<file path="src/rtl/ftqg_pkg.sv">
package ftqg_pkg;

  // Fixed field widths
  localparam int TIME_W      = 32;
  localparam int LEVEL_W     = 2;
  localparam int BUDGET_W    = 12;
  localparam int CPM_W       = 10;
  localparam int LIMIT_W     = 20;
  localparam int CFG_IDX_W   = 8;
  localparam int CFG_DATA_W  = 20;
  localparam int IN_TDATA_W  = 40;
  localparam int OUT_TDATA_W = 80;

  // Opcodes carried in in_tuser
  localparam logic OP_RECORD = 1'b0;
  localparam logic OP_QUERY  = 1'b1;

  // Quality levels
  localparam logic [LEVEL_W-1:0] LVL_NORMAL  = 2'd0;
  localparam logic [LEVEL_W-1:0] LVL_REDUCED = 2'd1;
  localparam logic [LEVEL_W-1:0] LVL_MINIMUM = 2'd2;

  // Register indexes
  localparam logic [CFG_IDX_W-1:0] REG_CYCLES_PER_US = 8'd0;
  localparam logic [CFG_IDX_W-1:0] REG_SLOW_LIMIT    = 8'd1;
  localparam logic [CFG_IDX_W-1:0] REG_FAST_LIMIT    = 8'd2;
  localparam logic [CFG_IDX_W-1:0] REG_BUDGET_NORMAL = 8'd3;
  localparam logic [CFG_IDX_W-1:0] REG_BUDGET_HBLANK = 8'd4;

  // Register reset values
  localparam logic [CPM_W-1:0]    RST_CYCLES_PER_US = 10'd240;
  localparam logic [LIMIT_W-1:0]  RST_SLOW_LIMIT    = 20'd20000;
  localparam logic [LIMIT_W-1:0]  RST_FAST_LIMIT    = 20'd13334;
  localparam logic [BUDGET_W-1:0] RST_BUDGET_NORMAL = 12'd1210;
  localparam logic [BUDGET_W-1:0] RST_BUDGET_HBLANK = 12'd954;

  // Controller states
  typedef enum logic [2:0] {
    S_IDLE,
    S_RING,
    S_MEAN,
    S_US_GO,
    S_US,
    S_EMIT
  } state_t;

  // Controller to datapath
  typedef struct packed {
    logic accept;
    logic ring_upd;
    logic div_start;
    logic div_sel_us;
    logic mean_latch;
    logic judge;
    logic emit;
  } cmd_t;

  // Datapath to controller
  typedef struct packed {
    logic in_is_query;
    logic div_done;
  } status_t;

endpackage

</file>
<file path="src/rtl/ftqg_ram.sv">
module ftqg_ram #(
  parameter int WIDTH = 32,
  parameter int DEPTH = 8
) (
  input  logic                     clk,
  input  logic                     we,
  input  logic [$clog2(DEPTH)-1:0] waddr,
  input  logic [WIDTH-1:0]         wdata,
  input  logic [$clog2(DEPTH)-1:0] raddr,
  output logic [WIDTH-1:0]         rdata
);

  logic [WIDTH-1:0] mem [DEPTH];

  // one write port, registered read
  always_ff @(posedge clk) begin
    if (we) begin
      mem[waddr] <= wdata;
    end
    rdata <= mem[raddr];
  end

endmodule

</file>
<file path="src/rtl/ftqg_div.sv">
module ftqg_div #(
  parameter int DVD_W = 35,
  parameter int DVS_W = 32
) (
  input  logic             clk,
  input  logic             rst_n,
  input  logic             start,
  input  logic [DVD_W-1:0] dividend,
  input  logic [DVS_W-1:0] divisor,
  output logic             done,
  output logic [DVD_W-1:0] quotient
);

  localparam int CNT_W = $clog2(DVD_W);

  logic             busy_r, busy_nxt;
  logic             done_r, done_nxt;
  logic [CNT_W-1:0] cnt_r, cnt_nxt;
  logic [DVS_W-1:0] rem_r, rem_nxt;
  logic [DVD_W-1:0] quo_r, quo_nxt;
  logic [DVS_W-1:0] dvs_r, dvs_nxt;
  logic [DVS_W:0]   shifted;
  logic             ge;

  // restoring divide, one quotient bit per cycle
  always_comb begin
    shifted  = {rem_r, quo_r[DVD_W-1]};
    ge       = shifted >= {1'b0, dvs_r};
    busy_nxt = busy_r;
    done_nxt = 1'b0;
    cnt_nxt  = cnt_r;
    rem_nxt  = rem_r;
    quo_nxt  = quo_r;
    dvs_nxt  = dvs_r;
    if (start) begin
      busy_nxt = 1'b1;
      cnt_nxt  = '0;
      rem_nxt  = '0;
      quo_nxt  = dividend;
      dvs_nxt  = divisor;
    end else if (busy_r) begin
      rem_nxt = ge ? DVS_W'(shifted - {1'b0, dvs_r}) : DVS_W'(shifted);
      quo_nxt = {quo_r[DVD_W-2:0], ge};
      cnt_nxt = cnt_r + 1'b1;
      if (cnt_r == CNT_W'(DVD_W - 1)) begin
        busy_nxt = 1'b0;
        done_nxt = 1'b1;
      end
    end
  end

  always_ff @(posedge clk) begin
    if (!rst_n) begin
      busy_r <= 1'b0;
      done_r <= 1'b0;
      cnt_r  <= '0;
    end else begin
      busy_r <= busy_nxt;
      done_r <= done_nxt;
      cnt_r  <= cnt_nxt;
    end
  end

  always_ff @(posedge clk) begin
    rem_r <= rem_nxt;
    quo_r <= quo_nxt;
    dvs_r <= dvs_nxt;
  end

  assign done     = done_r;
  assign quotient = quo_r;

endmodule

</file>
<file path="src/rtl/ftqg_dp.sv">
module ftqg_dp #(
  parameter int HISTORY_DEPTH = 8
) (
  input  logic                              clk,
  input  logic                              rst_n,
  input  ftqg_pkg::cmd_t                    cmd,
  output ftqg_pkg::status_t                 sts,
  input  logic [ftqg_pkg::IN_TDATA_W-1:0]   in_tdata,
  input  logic                              in_tuser,
  input  logic                              cfg_valid,
  input  logic [ftqg_pkg::CFG_IDX_W-1:0]    cfg_index,
  input  logic [ftqg_pkg::CFG_DATA_W-1:0]   cfg_data,
  output logic [ftqg_pkg::OUT_TDATA_W-1:0]  out_tdata
);

  localparam int TW    = ftqg_pkg::TIME_W;
  localparam int PTR_W = $clog2(HISTORY_DEPTH);
  localparam int SUM_W = TW + $clog2(HISTORY_DEPTH);
  localparam int LW    = ftqg_pkg::LEVEL_W;
  localparam int BW    = ftqg_pkg::BUDGET_W;

  // configuration registers
  logic [ftqg_pkg::CPM_W-1:0]   cpm_r;
  logic [ftqg_pkg::LIMIT_W-1:0] slow_lim_r;
  logic [ftqg_pkg::LIMIT_W-1:0] fast_lim_r;
  logic [BW-1:0]                bud_norm_r;
  logic [BW-1:0]                bud_hb_r;

  always_ff @(posedge clk) begin
    if (!rst_n) begin
      cpm_r      <= ftqg_pkg::RST_CYCLES_PER_US;
      slow_lim_r <= ftqg_pkg::RST_SLOW_LIMIT;
      fast_lim_r <= ftqg_pkg::RST_FAST_LIMIT;
      bud_norm_r <= ftqg_pkg::RST_BUDGET_NORMAL;
      bud_hb_r   <= ftqg_pkg::RST_BUDGET_HBLANK;
    end else if (cfg_valid) begin
      case (cfg_index)
        ftqg_pkg::REG_CYCLES_PER_US: cpm_r      <= cfg_data[ftqg_pkg::CPM_W-1:0];
        ftqg_pkg::REG_SLOW_LIMIT:    slow_lim_r <= cfg_data;
        ftqg_pkg::REG_FAST_LIMIT:    fast_lim_r <= cfg_data;
        ftqg_pkg::REG_BUDGET_NORMAL: bud_norm_r <= cfg_data[BW-1:0];
        ftqg_pkg::REG_BUDGET_HBLANK: bud_hb_r   <= cfg_data[BW-1:0];
        default: ;
      endcase
    end
  end

  // input word latch
  logic          op_r;
  logic [TW-1:0] t_r;
  logic          hb_r;

  always_ff @(posedge clk) begin
    if (cmd.accept) begin
      op_r <= in_tuser;
      t_r  <= in_tdata[TW-1:0];
      hb_r <= in_tdata[TW];
    end
  end

  // running statistics and governor state
  logic [TW-1:0]    frames_r, frames_nxt;
  logic [TW-1:0]    total_r, total_nxt;
  logic [TW-1:0]    mean_r, mean_nxt;
  logic [TW-1:0]    slow_r, slow_nxt;
  logic [LW-1:0]    level_r, level_nxt;
  logic [SUM_W-1:0] sum_r, sum_nxt;
  logic [PTR_W-1:0] ptr_r, ptr_nxt;
  logic [HISTORY_DEPTH-1:0] vld_r, vld_nxt;

  logic [TW-1:0]    ram_rdata;
  logic [TW-1:0]    old_time;
  logic [SUM_W-1:0] quo;
  logic             div_done;
  logic [SUM_W-1:0] div_dvd;
  logic [TW-1:0]    div_dvs;
  logic [ftqg_pkg::CPM_W-1:0] cpm_eff;
  logic [TW-1:0]    us_den;
  logic             too_slow, too_fast;

  // slot content, empty slots read as zero
  assign old_time = vld_r[ptr_r] ? ram_rdata : '0;

  // cycles to microseconds folds the ring average divide into one divisor
  assign cpm_eff = (cpm_r == '0) ? ftqg_pkg::CPM_W'(1) : cpm_r;
  assign us_den  = TW'(TW'(HISTORY_DEPTH) * {{(TW-ftqg_pkg::CPM_W){1'b0}}, cpm_eff});

  assign div_dvd = cmd.div_sel_us ? sum_r : {{(SUM_W-TW){1'b0}}, total_r};
  assign div_dvs = cmd.div_sel_us ? us_den : frames_r;

  assign too_slow = quo > {{(SUM_W-ftqg_pkg::LIMIT_W){1'b0}}, slow_lim_r};
  assign too_fast = quo < {{(SUM_W-ftqg_pkg::LIMIT_W){1'b0}}, fast_lim_r};

  always_comb begin
    frames_nxt = frames_r;
    total_nxt  = total_r;
    mean_nxt   = mean_r;
    slow_nxt   = slow_r;
    level_nxt  = level_r;
    sum_nxt    = sum_r;
    ptr_nxt    = ptr_r;
    vld_nxt    = vld_r;
    if (cmd.accept && (in_tuser == ftqg_pkg::OP_RECORD)) begin
      frames_nxt = frames_r + 1'b1;
      total_nxt  = total_r + in_tdata[TW-1:0];
    end
    if (cmd.ring_upd) begin
      sum_nxt        = sum_r - {{(SUM_W-TW){1'b0}}, old_time}
                             + {{(SUM_W-TW){1'b0}}, t_r};
      vld_nxt[ptr_r] = 1'b1;
      ptr_nxt        = (ptr_r == PTR_W'(HISTORY_DEPTH - 1)) ? '0 : ptr_r + 1'b1;
    end
    // count wrapped to zero gives a zero mean
    if (cmd.mean_latch) begin
      mean_nxt = (frames_r == '0) ? '0 : quo[TW-1:0];
    end
    if (cmd.judge) begin
      if (too_slow) begin
        if (level_r != ftqg_pkg::LVL_MINIMUM) begin
          level_nxt = level_r + 1'b1;
        end
        slow_nxt = slow_r + 1'b1;
      end else if (too_fast) begin
        if (level_r != ftqg_pkg::LVL_NORMAL) begin
          level_nxt = level_r - 1'b1;
        end
      end
    end
  end

  always_ff @(posedge clk) begin
    if (!rst_n) begin
      frames_r <= '0;
      total_r  <= '0;
      mean_r   <= '0;
      slow_r   <= '0;
      level_r  <= ftqg_pkg::LVL_NORMAL;
      sum_r    <= '0;
      ptr_r    <= '0;
      vld_r    <= '0;
    end else begin
      frames_r <= frames_nxt;
      total_r  <= total_nxt;
      mean_r   <= mean_nxt;
      slow_r   <= slow_nxt;
      level_r  <= level_nxt;
      sum_r    <= sum_nxt;
      ptr_r    <= ptr_nxt;
      vld_r    <= vld_nxt;
    end
  end

  // recent frame times
  ftqg_ram #(
    .WIDTH (TW),
    .DEPTH (HISTORY_DEPTH)
  ) u_ring (
    .clk   (clk),
    .we    (cmd.ring_upd),
    .waddr (ptr_r),
    .wdata (t_r),
    .raddr (ptr_r),
    .rdata (ram_rdata)
  );

  // shared divider: mean, then microseconds
  ftqg_div #(
    .DVD_W (SUM_W),
    .DVS_W (TW)
  ) u_div (
    .clk      (clk),
    .rst_n    (rst_n),
    .start    (cmd.div_start),
    .dividend (div_dvd),
    .divisor  (div_dvs),
    .done     (div_done),
    .quotient (quo)
  );

  // sprite budget for queries
  logic [BW-1:0] bud_base;
  logic [BW+1:0] bud_x3;
  logic [BW-1:0] budget;

  assign bud_base = hb_r ? bud_hb_r : bud_norm_r;
  assign bud_x3   = {2'b00, bud_base} + {1'b0, bud_base, 1'b0};

  always_comb begin
    case (level_r)
      ftqg_pkg::LVL_MINIMUM: budget = {1'b0, bud_base[BW-1:1]};
      ftqg_pkg::LVL_REDUCED: budget = bud_x3[BW+1:2];
      default:               budget = bud_base;
    endcase
    if (op_r == ftqg_pkg::OP_RECORD) begin
      budget = '0;
    end
  end

  // output word register
  logic [ftqg_pkg::OUT_TDATA_W-1:0] out_r;

  always_ff @(posedge clk) begin
    if (cmd.emit) begin
      out_r <= {2'b00, budget, mean_r, slow_r, level_r};
    end
  end

  assign out_tdata       = out_r;
  assign sts.in_is_query = (in_tuser == ftqg_pkg::OP_QUERY);
  assign sts.div_done    = div_done;

endmodule

</file>
<file path="src/rtl/ftqg_ctrl.sv">
module ftqg_ctrl (
  input  logic              clk,
  input  logic              rst_n,
  input  logic              in_tvalid,
  output logic              in_tready,
  output logic              out_tvalid,
  input  logic              out_tready,
  input  ftqg_pkg::status_t sts,
  output ftqg_pkg::cmd_t    cmd
);

  ftqg_pkg::state_t state_r, state_nxt;
  logic             ovld_r, ovld_nxt;
  logic             out_free;

  assign out_free = !ovld_r || out_tready;

  // next state
  always_comb begin
    state_nxt = state_r;
    case (state_r)
      ftqg_pkg::S_IDLE: begin
        if (in_tvalid) begin
          state_nxt = sts.in_is_query ? ftqg_pkg::S_EMIT : ftqg_pkg::S_RING;
        end
      end
      ftqg_pkg::S_RING:  state_nxt = ftqg_pkg::S_MEAN;
      ftqg_pkg::S_MEAN: begin
        if (sts.div_done) begin
          state_nxt = ftqg_pkg::S_US_GO;
        end
      end
      ftqg_pkg::S_US_GO: state_nxt = ftqg_pkg::S_US;
      ftqg_pkg::S_US: begin
        if (sts.div_done) begin
          state_nxt = ftqg_pkg::S_EMIT;
        end
      end
      ftqg_pkg::S_EMIT: begin
        if (out_free) begin
          state_nxt = ftqg_pkg::S_IDLE;
        end
      end
      default: state_nxt = ftqg_pkg::S_IDLE;
    endcase
  end

  // commands
  always_comb begin
    cmd       = '0;
    in_tready = 1'b0;
    case (state_r)
      ftqg_pkg::S_IDLE: begin
        in_tready  = 1'b1;
        cmd.accept = in_tvalid;
      end
      ftqg_pkg::S_RING: begin
        cmd.ring_upd  = 1'b1;
        cmd.div_start = 1'b1;
      end
      ftqg_pkg::S_MEAN:  cmd.mean_latch = sts.div_done;
      ftqg_pkg::S_US_GO: begin
        cmd.div_start  = 1'b1;
        cmd.div_sel_us = 1'b1;
      end
      ftqg_pkg::S_US:    cmd.judge = sts.div_done;
      ftqg_pkg::S_EMIT:  cmd.emit  = out_free;
      default: ;
    endcase
  end

  // output word valid
  always_comb begin
    ovld_nxt = ovld_r;
    if (out_tready) begin
      ovld_nxt = 1'b0;
    end
    if (cmd.emit) begin
      ovld_nxt = 1'b1;
    end
  end

  always_ff @(posedge clk) begin
    if (!rst_n) begin
      state_r <= ftqg_pkg::S_IDLE;
      ovld_r  <= 1'b0;
    end else begin
      state_r <= state_nxt;
      ovld_r  <= ovld_nxt;
    end
  end

  assign out_tvalid = ovld_r;

endmodule

</file>
<file path="src/rtl/frame_time_quality_governor.sv">
// Channel  Direction  Handshake             Payload
// in_      slave      in_tvalid/in_tready   tdata: frame period, hblank flag; tuser: opcode
// out_     master     out_tvalid/out_tready tdata: level, dropped, mean, budget
// cfg_     slave      cfg_valid/cfg_ready   cfg_index, cfg_data
//
// One word is in work at a time. A query goes from accept straight to the emit state
// and then into the output register; a record first passes through the ring, mean and
// microsecond states, with two passes of the shared one-bit-per-cycle divider. Synchronous
// active-low reset; the ring is cleared at once by per-slot valid bits, with no clearing
// pass. A new word is taken while a result waits; a stalled output holds the block in its
// emit state until the output register frees. cfg_ready is always high.
module frame_time_quality_governor #(
  parameter int HISTORY_DEPTH = 8
) (
  input  logic                              clk,
  input  logic                              rst_n,
  input  logic                              in_tvalid,
  output logic                              in_tready,
  // [31:0] frame period in cycles, [32] hblank flag, [39:33] zero
  input  logic [ftqg_pkg::IN_TDATA_W-1:0]   in_tdata,
  // [0] opcode
  input  logic                              in_tuser,
  output logic                              out_tvalid,
  input  logic                              out_tready,
  // [1:0] quality_level, [33:2] dropped_count, [65:34] mean_frame_time,
  // [77:66] cycle_budget, [79:78] zero
  output logic [ftqg_pkg::OUT_TDATA_W-1:0]  out_tdata,
  input  logic                              cfg_valid,
  output logic                              cfg_ready,
  input  logic [ftqg_pkg::CFG_IDX_W-1:0]    cfg_index,
  input  logic [ftqg_pkg::CFG_DATA_W-1:0]   cfg_data
);

  ftqg_pkg::cmd_t    cmd;
  ftqg_pkg::status_t sts;

  assign cfg_ready = 1'b1;

  ftqg_ctrl u_ctrl (
    .clk        (clk),
    .rst_n      (rst_n),
    .in_tvalid  (in_tvalid),
    .in_tready  (in_tready),
    .out_tvalid (out_tvalid),
    .out_tready (out_tready),
    .sts        (sts),
    .cmd        (cmd)
  );

  ftqg_dp #(
    .HISTORY_DEPTH (HISTORY_DEPTH)
  ) u_dp (
    .clk       (clk),
    .rst_n     (rst_n),
    .cmd       (cmd),
    .sts       (sts),
    .in_tdata  (in_tdata),
    .in_tuser  (in_tuser),
    .cfg_valid (cfg_valid),
    .cfg_index (cfg_index),
    .cfg_data  (cfg_data),
    .out_tdata (out_tdata)
  );

endmodule

</file>
<file path="config.mk">
export PLATFORM = sky130hd
export DESIGN_NAME = frame_time_quality_governor
export DESIGN_NICKNAME = d
export VERILOG_FILES = /design/src/rtl/ftqg_pkg.sv /design/src/rtl/ftqg_ram.sv /design/src/rtl/ftqg_div.sv /design/src/rtl/ftqg_dp.sv /design/src/rtl/ftqg_ctrl.sv /design/src/rtl/frame_time_quality_governor.sv
export SDC_FILE = /design/constraint.sdc
export NUM_CORES = 1
export LEC_CHECK = 0
export BUFFER_PORTS_ARGS = -buffer_cell sky130_fd_sc_hd__buf_2
export CAP_MARGIN = 10
export CORE_UTILIZATION = 50
export CTS_BUF_LIST = sky130_fd_sc_hd__clkbuf_16
export DETAILED_ROUTE_END_ITERATION = 12
export PLACE_DENSITY = 0.67
export SYNTH_ARGS = -nofsm -noshare
export SYNTH_HDL_FRONTEND = slang
export SYNTH_SLANG_ARGS = --single-unit
</file>
<file path="constraint.sdc">
create_clock -name clk -period 5.4 [get_ports clk]
set_input_delay 0.54 -clock clk [delete_from_list [all_inputs] [get_ports clk]]
set_output_delay 0.54 -clock clk [all_outputs]
set_load 0.05 [all_outputs]
</file>
======== Word-level counts from Yosys, hierarchy flattened ========
Memories as Yosys holds them, arrays and structs flattened. A register that Yosys moved wholly into a read port is not among the register bits.
Index checks and enable logic that the tools add are counted.
Widths: inputs -> output; s select.
storage, ports and cells
  register bits ........................... 473
  input bits .............................. 74
  memories kept ........................... 1
  output and inout port bits .............. 83
  bits in writable memories ............... 256
operators by class
  reductions and logical operators ........ 24
  multiplexer cells ....................... 41
  bitwise gates (word level) .............. 4
  add/subtract/negate cells ............... 11
  equal/unequal tests ..................... 19
  order comparisons ....................... 5
memory list
  memory           depth  width  read ports  clocked after memory_dff  write ports  line            text
  u_dp.u_ring.mem  8      32     1           1                         1            ftqg_ram.sv:13  logic [WIDTH-1:0] mem [DEPTH];
operators with widths
  kind                   count
  $mux 35                3
  $mux 32                3
  $add 32x1->32 const B  2
  $add 35x32->35         1
  $gt 35x20->1           1
  $lt 35x20->1           1
  $sub 35x32->35         1
  $ge 33x32->1           1
  $add 32x32->32         1
  $logic_not 32->1       1
  $sub 32x32->32         1
  $pmux 12 s2            1
  $mux 1                 18
  $mux 3                 6
  $pmux 3 s6             1
  $eq 8x2->1 const B     2
  $add 12x13->14         1
  $mux 13                1
  $mux 12                1
  $reduce_and 2->1       6
  $logic_not 10->1       1
  $mux 10                1
  $reduce_bool 2->1      5
  $eq 3x3->1 const B     3
  other kinds (28)       41

======== Longest topological paths before layout ========
  word-level depth ........................ 5
  depth in mapped cells ................... 21

======== Cells and area by module ========
A second synthesis with hierarchy kept.
second synthesis, totals
  cell total of the unflattened synthesis .. 3300
  area total of the unflattened synthesis .. 37746.2 µm²
modules (own cells, without submodules)
  module                       cells each  sequential area each (µm²)  instances  area each (µm²)
  ftqg_dp                      2188        8368.0                      1          20539.7
  ftqg_ram                     415         8328.0                      1          10466.3
  ftqg_div                     663         2812.7                      1          6446.2
  ftqg_ctrl                    32          80.1                        1          282.8
  frame_time_quality_governor  2           0.0                         1          11.3

======== Least setup slack after synthesis ========
OpenSTA, ideal clock, no wires.
  path type ............................... reg-to-reg
  from .................................... register u_dp.ptr_r[0]
  to ...................................... register u_dp.sum_r[33]
  library setup time ...................... 122 ps
  data arrival time ....................... 4888 ps
  cell stages (with the launch flop) ...... 22
  data required time ...................... 5278 ps
  period minus slack after synthesis ...... 5010 ps
  setup slack ............................. 390 ps
  buffers on the path ..................... 3
  path through ............................ dfxtp_1 clkbuf_1 nor3b_1 a22o_1 a221oi_1 and3_1 clkbuf_1 nor2b_1 fa_1 inv_1 ha_1 buf_2 nand2_1 nor2_1 or4_1 a221o_1 a21oi_2 o32a_2 o21ai_2 or4b_4 and3_1 a311o_1
on the way
  cells in the longest elaborated chain, start to end .. 5
ends and longest elaborated chain
  item                          line            text
  start: declaration            ftqg_dp.sv:68   logic [PTR_W-1:0] ptr_r, ptr_nxt;
  start signal: assignment      ftqg_dp.sv:148  ptr_r <= ptr_nxt;
  $bmux 1 s3                    ftqg_dp.sv:82   assign old_time = vld_r[ptr_r] ? ram_rdata : '0;
  $mux 1 (not written as such)  ftqg_dp.sv:82
  $mux 32                       ftqg_dp.sv:82
  $sub 35x32->35                ftqg_dp.sv:108  sum_nxt = sum_r - {{(SUM_W-TW){1'b0}}, old_time}
  $add 35x32->35                ftqg_dp.sv:109  + {{(SUM_W-TW){1'b0}}, t_r};
  end signal: assignment        ftqg_dp.sv:147  sum_r <= sum_nxt;
  end: declaration              ftqg_dp.sv:67   logic [SUM_W-1:0] sum_r, sum_nxt;
No other way between the ends. The select of a mux whose other input is x is not followed.
A chain may end at the register's enable or synchronous reset.

======== Worst setup path after layout ========
  from .................................... register u_dp.ptr_r[0]
  to ...................................... register u_dp.sum_r[34]
The elaborated chain is that of the path after synthesis.

==> summary.md <==
| Metric | Value |
|---|---|
| #FFs+latches synth | 761 |
| Number of iterations in the first detailed-routing pass | 5 |
| Starting Density | 50.6% |
| Kind of end point of the critical path | register |
| Post-synth ARST share | 0% |
| Dominant synthesized flop cell | sky130_fd_sc_hd__edfxtp_1 |
| Detail Route Antenna Nets | 0 |
| Iter 0 DRT Violations | 1,921 |
| Post_cts resized | 0 |
| Final wirelength | 87.6 mm |
| Reg2Reg Capture Point | u_dp.sum_r[34] |
| Residual overflow from global routing | 0 |
| Die boundary width | 268 µm |
| Final routed wire length divided by cell count | 19.6 µm |
| DP Wirelength | 57.3 mm |
| Final core utilization | 57.0% |
| Fin. Hold Viols | 0 |
| Count of endpoints failing setup in the final report | 0 |
| Clock root buffer | sky130_fd_sc_hd__clkbuf_16 |
| Number of global-route vias before repair | 23,923 |
| Die Footprint | 0.0721 mm² |
| Placement row count | 97 |
| DR vias/cell | 5.65 |
| Sort of element at the start of the critical path | register |
| Floorplan Core Area | 0.0701 mm² |
| Register area share after synthesis | 55.2% |
| Avg Inst Size Synth | 10.6 µm² |
| Required time of the critical path | 5950 ps |
| Max cap viols | 0 |
| Vert. Die Dim | 268 µm |
| Worst reg2reg setup slack | 370 ps |
| Proportion of power drawn by flip-flops and latches | 38.8% |
| Wire length of the first global-routing pass | 136 mm |
| Sw Share | 34.7% |
| Sinks on the clock net | 761 |
| Internal power | 0.0127 W |
| Final Skew | 37.0 ps |
| Count of buffers from port buffering | 146 |
| Max rail drop VDD | 0.272 mV |
| End point of the worst hold path | u_dp.hb_r |
| Run status | complete, no violations |
| Sw Pwr | 0.00677 W |
| Leak | 15.2 nW |
| Number of distinct library cells after synthesis | 74 |
| Initial antenna violation count | 3 |
| Maximum count of clock buffers along a single path | 3 |
| Num CTS Buffers | 82 |
| Reg-to-reg critical path startpoint | u_dp.ptr_r[0] |
| Delay of the slowest cell on the worst path | 490 ps |
| Hold-critical path depth | 1 |
| Final critical delay including setup and external delays | 5030 ps |
| PnR Total Power | 0.0195 W |
| Critical path class | register to register |
| Power per Cell Area | 487 mW/mm² |
| Worst Path Arrival | 5590 ps |
| Share of the clock period used by the worst path | 93.2% |
| DRC Markers | 0 |
| Via Count | 25,240 |
| Critical-path cell list | nor3b_2 > a22o_1 > a221oi_1 > and3_1 > buf_4 > nor2b_1 > fa_1 > inv_1 > fa_1 > a211oi_2 > o21a_1 > a211oi_1 > a31oi_2 > nor3_1 > o41ai_1 > buf_4 > o21ai_1 > xnor2_1 > or3_1 > a21oi_1 |
| Overall fraction of global-route tracks in use | 24.3% |
| Maximum number of pins on one net before global-route repair | 115 |
| Comb pwr share | 31.6% |
| Post-synth EDFFs | 435 |
| Worst slew margin relative to its limit | 21.5% |
| Global placement routability congestion | 0.902 |
| Fillers | 6,001 |
| Total setup buffers inserted after CTS | 0 |
| Clock-pin slew reported for the worst setup and hold paths after clock tree synthesis | 60 ps |
| Type of the tightest min-delay check | primary input to register |
| Boundary Pins | 157 |
| Slowest cell on crit path | sky130_fd_sc_hd__fa_1 |
| Highest-count cells in the layout ignoring fill and taps | sky130_fd_sc_hd__edfxtp_1 (435), sky130_fd_sc_hd__nand2_1 (383), sky130_fd_sc_hd__dfxtp_1 (323) |
| Most common cell after layout, fill and taps aside | sky130_fd_sc_hd__edfxtp_1 |
| Clock tree from TritonCTS | yes |
| Actual slew at the worst max-slew pin | 1180 ps |
| Clock power frac | 29.6% |
| Total number of H-tree levels | 3 |
| Synth warnings | 0 |
| Highest clock frequency the design can meet | 199 MHz |
| Final slew viol count | 0 |
| Fraction of layout cells with a size suffix above 1 | 10.6% |
| NumNets Final | 3,726 |
| Depth of the worst register-to-register path | 20 |
| Number of buffers inserted by hold repair at cts | 0 |
| Crit-path max FO | 14 |
| Worst Hold Launch | in_tdata[32] |
| Synthesized cell area | 0.0355 mm² |
| Insertion delay to the later sink of the worst-skew pair | 660 ps |
| Cells after Synth | 3,357 |
| Area growth syn-to-layout | 12.7% |
==> synthesized netlist by cell type (4+ instances only) <==
cell	number	share of area [%]
sky130_fd_sc_hd__clkbuf_1	149	1.6
sky130_fd_sc_hd__buf_1	10	0.11
sky130_fd_sc_hd__or2_2	4	0.070
sky130_fd_sc_hd__o31ai_1	4	0.085
sky130_fd_sc_hd__nor2b_1	49	0.86
sky130_fd_sc_hd__nor2_1	184	1.9
sky130_fd_sc_hd__o211ai_1	25	0.53
sky130_fd_sc_hd__fa_1	35	2.0
sky130_fd_sc_hd__or3_1	25	0.44
sky130_fd_sc_hd__a211oi_1	20	0.42
sky130_fd_sc_hd__a21o_1	69	1.5
sky130_fd_sc_hd__dfxtp_1	326	18
sky130_fd_sc_hd__o21bai_1	13	0.27
sky130_fd_sc_hd__xor2_1	48	1.2
sky130_fd_sc_hd__and3_1	24	0.42
sky130_fd_sc_hd__nand2b_1	19	0.33
sky130_fd_sc_hd__o21ai_0	141	2.0
sky130_fd_sc_hd__o21a_1	22	0.47
sky130_fd_sc_hd__nand2_1	383	4.0
sky130_fd_sc_hd__edfxtp_1	435	37
sky130_fd_sc_hd__o221ai_1	6	0.15
sky130_fd_sc_hd__inv_1	255	2.7
sky130_fd_sc_hd__ha_1	158	5.6
sky130_fd_sc_hd__a21oi_1	233	3.3
sky130_fd_sc_hd__nor3_1	45	0.63
sky130_fd_sc_hd__o211a_1	6	0.17
sky130_fd_sc_hd__a22oi_1	171	3.6
sky130_fd_sc_hd__and4_1	8	0.20
sky130_fd_sc_hd__mux2i_1	52	1.5
sky130_fd_sc_hd__nor3b_1	7	0.15
sky130_fd_sc_hd__nor4_1	21	0.37
sky130_fd_sc_hd__mux2_2	21	0.67
sky130_fd_sc_hd__and2_1	34	0.60
sky130_fd_sc_hd__xnor2_1	91	2.2
sky130_fd_sc_hd__a21boi_0	7	0.15
sky130_fd_sc_hd__nand4b_1	5	0.12
sky130_fd_sc_hd__o21ai_1	5	0.070
sky130_fd_sc_hd__nand3b_1	8	0.17
sky130_fd_sc_hd__a31oi_1	34	0.60
sky130_fd_sc_hd__nand3_1	78	1.1
sky130_fd_sc_hd__a31o_2	4	0.099
sky130_fd_sc_hd__nand4_1	69	1.2
==> flip-flops by register name (all words and copies together) (netlist names), 35 cells and up <==
register             flops
u_dp.u_ring.mem        256
u_dp.u_div.quotient     35
u_dp.out_tdata          78
u_dp.sum_r              35
==> cell families (layout without fill, tap and decap cells) <==
logic type	count (synthesis)	in the layout	share of synthesized area [%]
adders and majority gates	193	193	7.54
muxes	73	73	2.13
DFF	761	761	55.2
and+or+nand+nor	972	972	12.9
AOI/OAI and AO/OA	798	798	14.3
other	2	5	0.0212
xor gates and xnor gates	139	139	3.43
buffers and inverters	419	590	4.47
==> cell type report <==
type	count	area, µm²	area share [%]
repair buffers	181	1010	2.51
clock inverters	71	746	1.86
flip-flops and latches	761	19600	49.0
clock buffers	83	2080	5.19
diodes	2	5.00	0.0125
multi-input cells	2178	14400	36.1
inverters	255	962	2.41
well taps	940	1180	2.94
==> worst max-delay path by stage <==
stage,start,endpoint,slack (ps),depth (start not counted)
finish,u_dp.ptr_r[0],u_dp.sum_r[34],370,20
global route,u_dp.ptr_r[0],u_dp.sum_r[34],-60,20
CTS,u_dp.ptr_r[1],u_dp.sum_r[34],250,20
detailed placement,u_dp.ptr_r[1],u_dp.sum_r[34],260,20
global placement,u_dp.ptr_r[1],u_dp.sum_r[34],280,20
floorplan,u_dp.ptr_r[0],u_dp.sum_r[33],390,21
==> routing by layer <==
metal / share of wire [%] / wire [µm] / up-vias / GRT usage (%)
li1: - / - / 12262 / -
met1: 46 / 39800 / 12197 / 34.0
met5: 0.0080 / 7 / - / 0
met4: 3.1 / 2720 / 2 / 9.00
met3: 5.1 / 4500 / 141 / 3.51
met2: 46 / 40500 / 638 / 38.4
==> metrics by stage <==
| stage | hold WS, ps | TNS (ps) | setup WS (ps) | std cells | area [µm²] |
|---|---|---|---|---|---|
| 3_3_place_gp | 414 | 0 | 284 | 4315 | 37200 |
| 5_1_grt | 58.7 | -55.2 | -55.2 | 4469 | 40000 |
| 3_5_place_dp | 416 | 0 | 265 | 4315 | 37200 |
| 2_1_floorplan | 409 | 0 | 390 | 3358 | 35500 |
| 6_report | 75.9 | 0 | 367 | 4471 | 40000 |
| 4_1_cts | 47.5 | 0 | 254 | 4469 | 40000 |
==> critical path: cells and delay by family (launching register included) <==
kind                       cells  cell delay, ps
and+or+nand+nor                5            1010
DFF                            1             430
buffers and inverters          3             500
adders and majority gates      2             970
AOI/OAI and AO/OA              9            1910
xor gates and xnor gates       1             130
==> power groups by stage <==
stage	clock, W	combinational, W	sequential, W
floorplan	0	0.00467	0.00749
global route	0.00611	0.00694	0.00763
CTS	0.00587	0.00611	0.00756
global placement	0	0.00602	0.00767
detailed placement	0	0.00607	0.00767
finish	0.00578	0.00616	0.00756
(Power assumes the default switching activity.)
